## config.mk

```make
export PLATFORM = sky130hd
export DESIGN_NAME = mbe_coord_div
export DESIGN_NICKNAME = d
export VERILOG_FILES = /design/src/rtl/mbe_pkg.sv /design/src/rtl/mbe_coord_div.sv
export SDC_FILE = /design/constraint.sdc
export NUM_CORES = 1
export LEC_CHECK = 0
export ABC_CLOCK_PERIOD_IN_PS = 3800
export BUFFER_PORTS_ARGS = -buffer_cell sky130_fd_sc_hd__buf_2
export CAP_MARGIN = 20
export CORE_MARGIN = 2
export CORE_UTILIZATION = 55
export DETAILED_ROUTE_END_ITERATION = 12
export GPL_ROUTABILITY_DRIVEN = 0
export PLACE_DENSITY = 0.82
export SYNTH_ARGS = -nofsm -noshare
export SYNTH_HDL_FRONTEND = slang
export SYNTH_SLANG_ARGS = --single-unit
export TNS_END_PERCENT = 100
```

## constraint.sdc

```tcl
create_clock -name i_clk -period 3.8 [get_ports i_clk]
set_input_delay 0.38 -clock i_clk [delete_from_list [all_inputs] [get_ports i_clk]]
set_output_delay 0.38 -clock i_clk [all_outputs]
set_load 0.03 [all_outputs]
```

## src/rtl/mbe_pkg.sv

```systemverilog
package mbe_pkg;

    localparam int Q_W       = 32;
    localparam int FRAC_W    = 24;
    localparam int PROD_W    = 64;
    localparam int SUM_W     = 42;
    localparam int PIX_W     = 10;
    localparam int CNT_W     = 8;
    localparam int CFG_W     = 8;
    localparam int CFG_IDX_W = 1;
    localparam int DIFF_W    = 13;
    localparam int MAG_W     = 12;
    localparam int QUO_W     = MAG_W + FRAC_W;
    localparam int WHOLE_W   = FRAC_W - 1;
    localparam int HI_W      = MAG_W + WHOLE_W;
    localparam int RDIV_W    = 10;
    localparam int X_W       = MAG_W + RDIV_W;
    localparam int RCP_W     = 32;
    localparam int DIV_STEPS = 3;
    localparam int DCNT_W    = $clog2(DIV_STEPS + 1);
    localparam int THR_SHIFT = 48;

    localparam logic [CFG_IDX_W-1:0] REG_ITER_LIMIT = 1'b0;
    localparam logic [CFG_IDX_W-1:0] REG_ESC_THR    = 1'b1;

    localparam logic [CFG_W-1:0] LIMIT_RST = 8'd100;
    localparam logic [CFG_W-1:0] THR_RST   = 8'd12;

    localparam logic signed [Q_W-1:0] Q_MAX = 32'sh7FFF_FFFF;
    localparam logic signed [Q_W-1:0] Q_MIN = 32'sh8000_0000;

    typedef logic signed [Q_W-1:0]    t_q;
    typedef logic signed [PROD_W-1:0] t_prod;

    typedef enum logic [4:0] {
        S_IDLE = 5'b00001,
        S_DIV  = 5'b00010,
        S_ITER = 5'b00100,
        S_SQR  = 5'b01000,
        S_SQI  = 5'b10000
    } t_state;

    function automatic t_q sat_q(input logic signed [SUM_W-1:0] v);
        logic signed [SUM_W-1:0] hi;
        logic signed [SUM_W-1:0] lo;
        hi = SUM_W'(Q_MAX);
        lo = SUM_W'(Q_MIN);
        if (v > hi) begin
            return Q_MAX;
        end else if (v < lo) begin
            return Q_MIN;
        end
        return v[Q_W-1:0];
    endfunction

endpackage

```

## src/rtl/mbe_coord_div.sv

```systemverilog
module mbe_coord_div #(
    parameter int RESOLUTION = 1024
) (
    input  logic                      i_clk,
    input  logic                      i_rst_n,
    input  logic                      i_start,
    input  logic [mbe_pkg::PIX_W-1:0] i_pix,
    output logic                      o_busy,
    output mbe_pkg::t_q               o_c
);

    localparam int     Div  = (RESOLUTION / 4 > 0) ? RESOLUTION / 4 : 1;
    localparam int     Half = RESOLUTION / 2;
    localparam longint Unit = 64'sd1 <<< mbe_pkg::FRAC_W;
    localparam logic [mbe_pkg::WHOLE_W-1:0] Whole = mbe_pkg::WHOLE_W'(Unit / Div);
    localparam logic [mbe_pkg::RDIV_W-1:0]  Frac  = mbe_pkg::RDIV_W'(Unit % Div);
    localparam logic [mbe_pkg::RCP_W-1:0]   Recip =
        mbe_pkg::RCP_W'(((64'sd1 <<< mbe_pkg::RCP_W) + Div - 1) / Div);

    logic                             r_busy;
    logic [mbe_pkg::DCNT_W-1:0]       r_cnt;
    logic [mbe_pkg::MAG_W-1:0]        r_mag;
    logic                             r_neg;
    logic [mbe_pkg::QUO_W-1:0]        r_hi;
    logic [mbe_pkg::X_W-1:0]          r_x;
    logic [mbe_pkg::X_W-1:0]          r_lo;
    logic [mbe_pkg::QUO_W-1:0]        r_quo;

    logic signed [mbe_pkg::DIFF_W-1:0]           diff;
    logic [mbe_pkg::DIFF_W-1:0]                  diff_abs;
    logic [mbe_pkg::HI_W-1:0]                    hi_prod;
    logic [mbe_pkg::X_W-1:0]                     x_prod;
    logic [mbe_pkg::X_W+mbe_pkg::RCP_W-1:0]      lo_prod;

    // |d| * 2^24 / div as |d| * whole + (|d| * frac) / div, the last by reciprocal
    always_comb begin
        diff      = $signed({{(mbe_pkg::DIFF_W - mbe_pkg::PIX_W){1'b0}}, i_pix})
                    - $signed(mbe_pkg::DIFF_W'(Half));
        diff_abs  = diff[mbe_pkg::DIFF_W-1] ? mbe_pkg::DIFF_W'(-diff)
                                            : mbe_pkg::DIFF_W'(diff);
        hi_prod   = {{mbe_pkg::WHOLE_W{1'b0}}, r_mag} * {{mbe_pkg::MAG_W{1'b0}}, Whole};
        x_prod    = {{mbe_pkg::RDIV_W{1'b0}}, r_mag} * {{mbe_pkg::MAG_W{1'b0}}, Frac};
        lo_prod   = {{mbe_pkg::RCP_W{1'b0}}, r_x} * {{mbe_pkg::X_W{1'b0}}, Recip};
    end

    always_ff @(posedge i_clk) begin
        if (!i_rst_n) begin
            r_busy <= 1'b0;
            r_cnt  <= '0;
        end else if (i_start) begin
            r_busy <= 1'b1;
            r_cnt  <= mbe_pkg::DCNT_W'(mbe_pkg::DIV_STEPS);
        end else if (r_busy) begin
            r_cnt <= r_cnt - 1'b1;
            if (r_cnt == mbe_pkg::DCNT_W'(1)) begin
                r_busy <= 1'b0;
            end
        end
    end

    always_ff @(posedge i_clk) begin
        if (i_start) begin
            r_mag <= diff_abs[mbe_pkg::MAG_W-1:0];
            r_neg <= diff[mbe_pkg::DIFF_W-1];
        end else if (r_busy) begin
            r_hi  <= mbe_pkg::QUO_W'(hi_prod);
            r_x   <= x_prod;
            r_lo  <= lo_prod[mbe_pkg::X_W+mbe_pkg::RCP_W-1:mbe_pkg::RCP_W];
            r_quo <= r_hi + mbe_pkg::QUO_W'(r_lo);
        end
    end

    // truncate toward zero, then clamp to q8.24
    always_comb begin
        if (!r_neg) begin
            if (|r_quo[mbe_pkg::QUO_W-1:mbe_pkg::Q_W-1]) begin
                o_c = mbe_pkg::Q_MAX;
            end else begin
                o_c = $signed(r_quo[mbe_pkg::Q_W-1:0]);
            end
        end else begin
            if ((|r_quo[mbe_pkg::QUO_W-1:mbe_pkg::Q_W])
                || (r_quo[mbe_pkg::Q_W-1] && (|r_quo[mbe_pkg::Q_W-2:0]))) begin
                o_c = mbe_pkg::Q_MIN;
            end else begin
                o_c = $signed(-r_quo[mbe_pkg::Q_W-1:0]);
            end
        end
    end

    assign o_busy = r_busy;

endmodule

```

# ---- Word level (Yosys, flattened, before mapping)
# Cells that the tools add are included.
dict set report totals {
  out_inout_bits 33
  word_cells 21
  reg_bits 40
}
dict set report classes {
  muxes 7
  n_reduce_logical 2
  bitwise_logic 1
  add_sub_neg 4
  n_eq_ne 1
}
# operator n
set ops {}
lappend ops {{$mux 32} 1}
lappend ops {{$neg 28->32} 1}
lappend ops {{$mux 12} 1}
lappend ops {{$neg 11->12} 1}
lappend ops {{$sub 10x10->11 const B} 1}
lappend ops {{$mux 2} 2}
lappend ops {{$mux 1} 3}
lappend ops {{$eq 2x1->1 const B} 1}
lappend ops {{$reduce_and 2->1} 1}
lappend ops {{$reduce_bool 2->1} 1}
lappend ops {{$sub 2x1->2 const B} 1}
lappend ops {{$not 1->1} 1}

# ---- Longest topological paths before layout
dict set report depth {
  depth_word 4
  depth_mapped 5
  depth_no_buf 5
}

# ---- Least setup slack after synthesis
# OpenSTA, ideal clock, no wires.
dict set report synth_timing {
  path_type {reg2reg}
  start {reg r_busy, in the netlist o_busy}
  end {reg r_hi[16] (netlist bit), enable pin}
  slack_ns 1.663
  stages_incl_launch_ff 2
  required_ns 3.392
  t_arrival_ns 1.729
  n_path_buf 0
  cell_sequence {dfxtp_1 > nor2b_1}
}
dict set report synth_via {
  elab_chain_len 1
}
# item line_no
set synth_lines {}
lappend synth_lines {{start: declaration} mbe_coord_div.sv:20} ;# logic r_busy;
lappend synth_lines {{start signal: assignment} mbe_coord_div.sv:48} ;# r_busy <= 1'b0;
lappend synth_lines {{start signal: assignment} mbe_coord_div.sv:51} ;# r_busy <= 1'b1;
lappend synth_lines {{start signal: assignment} mbe_coord_div.sv:56} ;# r_busy <= 1'b0;
lappend synth_lines {{$reduce_and 2->1 (no line)} -}
lappend synth_lines {{end signal: assignment} mbe_coord_div.sv:66} ;# r_hi <= mbe_pkg::QUO_W'(hi_prod);
lappend synth_lines {{end: declaration} mbe_coord_div.sv:24} ;# logic [mbe_pkg::QUO_W-1:0] r_hi;
# Every way passes these cells.
# A chain may end at the register's enable or synchronous reset.

# ---- Final worst setup path
dict set report layout_timing {
  start {reg r_quo[16] (netlist bit)}
  end {out o_c[26]}
}
dict set report layout_via {
  elab_chain_len 2
}
# item line_no
set layout_lines {}
lappend layout_lines {{start: declaration} mbe_coord_div.sv:27} ;# logic [mbe_pkg::QUO_W-1:0] r_quo;
lappend layout_lines {{start signal: assignment} mbe_coord_div.sv:69} ;# r_quo <= r_hi + mbe_pkg::QUO_W'(r_lo);
lappend layout_lines {{$neg 28->32} mbe_coord_div.sv:86} ;# o_c = $signed(-r_quo[mbe_pkg::Q_W-1:0]);
lappend layout_lines {{$mux 32} mbe_coord_div.sv:75} ;# if (!r_neg) begin
lappend layout_lines {{end: declaration} mbe_coord_div.sv:9} ;# output mbe_pkg::t_q o_c
# Every way passes these cells.

==> results.json <==
{
  "floorplan.io_pins": 46,
  "setup_violations": 0,
  "worstMarginPinSlew_ns": 0.512,
  "netlist_area_um2": 1860,
  "via_count_of_the_first_global_routing_pass": 984,
  "postLayoutCellArea_um2": 2070,
  "grt_pass1_wl_mm": 4.23,
  "critical-path-top-delay-family": "simple AND/OR/NAND/NOR gates",
  "die_x_um": 62.2,
  "fin_skew_ns": 0.00985,
  "synth_area_leader_cell": "sky130_fd_sc_hd__edfxtp_1",
  "port-buffer-count": 29,
  "achievable_frequency_ghz": 0.389,
  "yosysWarnings": 0,
  "htree_levels": 2,
  "root_buffer": "sky130_fd_sc_hd__clkbuf_4",
  "insertion_delay_ns": 0.34,
  "routed_wire_length_mm": 2.57,
  "reg2reg_setup_slack_ns": 2.52,
  "rsz0062_at_grt": "false",
  "cts.path.max_buffers": 2,
  "core_region_area_um2": 3280,
  "dr_total_vias": 1050,
  "sequential_cell_area_um2": 1170,
  "max_cap_violations": 0,
  "start_kind": "flop",
  "initial_core_util": 0.567,
  "path_buf_inv": 2,
  "arrival_ns": 2.19,
  "syn_area_per_cell_um2": 13.7,
  "area.growth.synth_to_final_pct": 11.0,
  "hold_viol_final": 0,
  "required_ns": 3.42,
  "grt_max_degree": 25,
  "cp_slowest_stage_delay_ns": 0.50,
  "number_of_vias_per_cell": 4.86,
  "cts_made_buffers": 5,
  "cp_max_fo": 4,
  "synth_sequential_area_ratio": 0.629,
  "crit_slowest_cell": "sky130_fd_sc_hd__or4b_4",
  "most-common-layout-cells": "sky130_fd_sc_hd__edfxtp_1 (37), sky130_fd_sc_hd__buf_2 (29), sky130_fd_sc_hd__conb_1 (18), sky130_fd_sc_hd__xnor2_1 (11), sky130_fd_sc_hd__inv_1 (9)",
  "layout.cells.most_common": "sky130_fd_sc_hd__edfxtp_1",
  "synth.top_cell.area_share": 0.596,
  "postCtsSetupBuffers": 0,
  "row_count": 21,
  "n_antenna_cell": 0,
  "min_period_ns": 2.57,
  "timing.critical_path.to_type": "primary output",
  "fillers": 261,
  "flop_and_latch_count_out_of_synthesis": 40,
  "clock_sink_count": 40,
  "power_leakage_nw": 0.797,
  "dpl-instance-area_um2": 1980,
  "grt_use_total": 0.145,
  "power.ir.vdd_worst_mv": 0.336,
  "worst_hold_path_type": "in -> reg",
  "proportion_of_layout_cells_with_a_drive_suffix_above_1": 0.265,
  "netlist_instances": 136,
  "clk_pin_slew_worst_paths_ns": 0.11,
  "place.detailed.hpwl_mm": 1.95,
  "drt_iter0_markers": 81,
  "cts_tree": "done",
  "post_drt_wl_per_cell_um": 11.9,
  "critical_setup_path_kind": "reg -> out",
  "multi_input_comb_area_um2": 574,
  "fp.dieArea_um2": 3870,
  "period_share": 0.677,
  "postRouteAntennaNets": 0,
  "die_y_um": 62.2,
  "postCtsHoldBufs": 0,
  "synth_edf_count": 37,
  "synth_top_cells_by_area": "sky130_fd_sc_hd__edfxtp_1 (60%), sky130_fd_sc_hd__buf_4 (6.9%), sky130_fd_sc_hd__xnor2_1 (5.2%)",
  "final_max_slew_viol_count": 0,
  "ys_async_sr_fraction": 0,
  "synth.distinct_cells": 32,
  "detail_route.first_pass.iterations": 4,
  "grt_antenna_before_repair": 0,
  "remaining_drc_errors": 0,
  "setup_total_negative_slack_ns": 0,
  "grt_overflow_total": 0,
  "power-per-cell-area_nw_per_um2": 426,
  "ys.flop_type": "sky130_fd_sc_hd__edfxtp_1",
  "crit_path_cell_trace": "inv_1 -> ha_1 -> or4b_4 -> o41ai_2 -> xnor2_1 -> buf_2",
  "final_nets": 185,
  "max-slew-margin-rel": 0.655,
  "status": "completed",
  "cts.repair.resized": 0
}
Yosys cell counts (3+ instances only):
library cell / n
sky130_fd_sc_hd__xnor2_1: 11
sky130_fd_sc_hd__nor3_1: 3
sky130_fd_sc_hd__buf_4: 17
sky130_fd_sc_hd__o21ai_0: 5
sky130_fd_sc_hd__o41ai_1: 3
sky130_fd_sc_hd__a21oi_1: 3
sky130_fd_sc_hd__or3_1: 3
sky130_fd_sc_hd__xor2_1: 7
sky130_fd_sc_hd__o21a_1: 3
sky130_fd_sc_hd__nor2_1: 3
sky130_fd_sc_hd__inv_1: 9
sky130_fd_sc_hd__dfxtp_1: 3
sky130_fd_sc_hd__o31a_2: 3
sky130_fd_sc_hd__edfxtp_1: 37
sky130_fd_sc_hd__clkbuf_1: 3
sky130_fd_sc_hd__ha_1: 3
state kept, by name (all words and copies together), names as in the netlist:
name,flops
r_neg,1
r_hi,12
o_busy,1
r_quo,12
r_cnt,2
r_mag,12
power by group:
group          total, mW  leakage [nW]  switching [mW]  internal, mW
Combinational      0.143         0.390          0.0976        0.0455
Sequential         0.527         0.374          0.0140         0.513
Clock              0.211        0.0326           0.119        0.0913
Total              0.881         0.797           0.231         0.650
cell families after synthesis:
kind of cell,after synthesis,share of synthesized area
compound gates,23,0.0954
xor+xnor,18,0.0846
fa+ha+maj,3,0.0201
buf+inv,30,0.0987
flops,40,0.629
mux,1,0.00604
other cells,1,0.00201
simple gates,20,0.0645
area by class of cell:
type / count / share of cell area
well taps: 46 / 0.0278
inverters: 9 / 0.0163
flip-flops and latches: 40 / 0.566
clock buffers: 8 / 0.0284
repair buffers: 30 / 0.0835
multi-input cells: 83 / 0.278
routing by layer:
metal | wire [um] | global-route usage | vias to the layer above
met3 | 185 | 0.0616 | 7
met1 | 1000 | 0.150 | 479
li1 | - | - | 522
met5 | 0 | 0 | -
met2 | 1310 | 0.246 | 42
met4 | 68 | 0.0833 | 0
worst paths after layout:
path / start / endpoint / depth (start not counted)
worst min register to register: r_mag[5] / r_hi[21] / 0
worst min-delay path: i_pix[0] / r_mag[0] / 1
worst max register to register: o_busy / r_quo[19] / 2
worst max-delay path: r_quo[16] / o_c[26] / 6
through the flow:
stage	total power [mW]	worst slack, ns	cells	util	hold slack [ns]
floorplan	0.652	1.66	153	-	0.400
global placement	0.669	1.68	207	0.603	0.401
detailed placement	0.678	1.59	207	0.603	0.405
CTS	0.888	1.19	215	0.621	0.239
global route	0.921	1.12	216	0.630	0.232
finish	0.881	1.23	216	0.630	0.252
No activity file was read; power rests on OpenSTA's default activity.
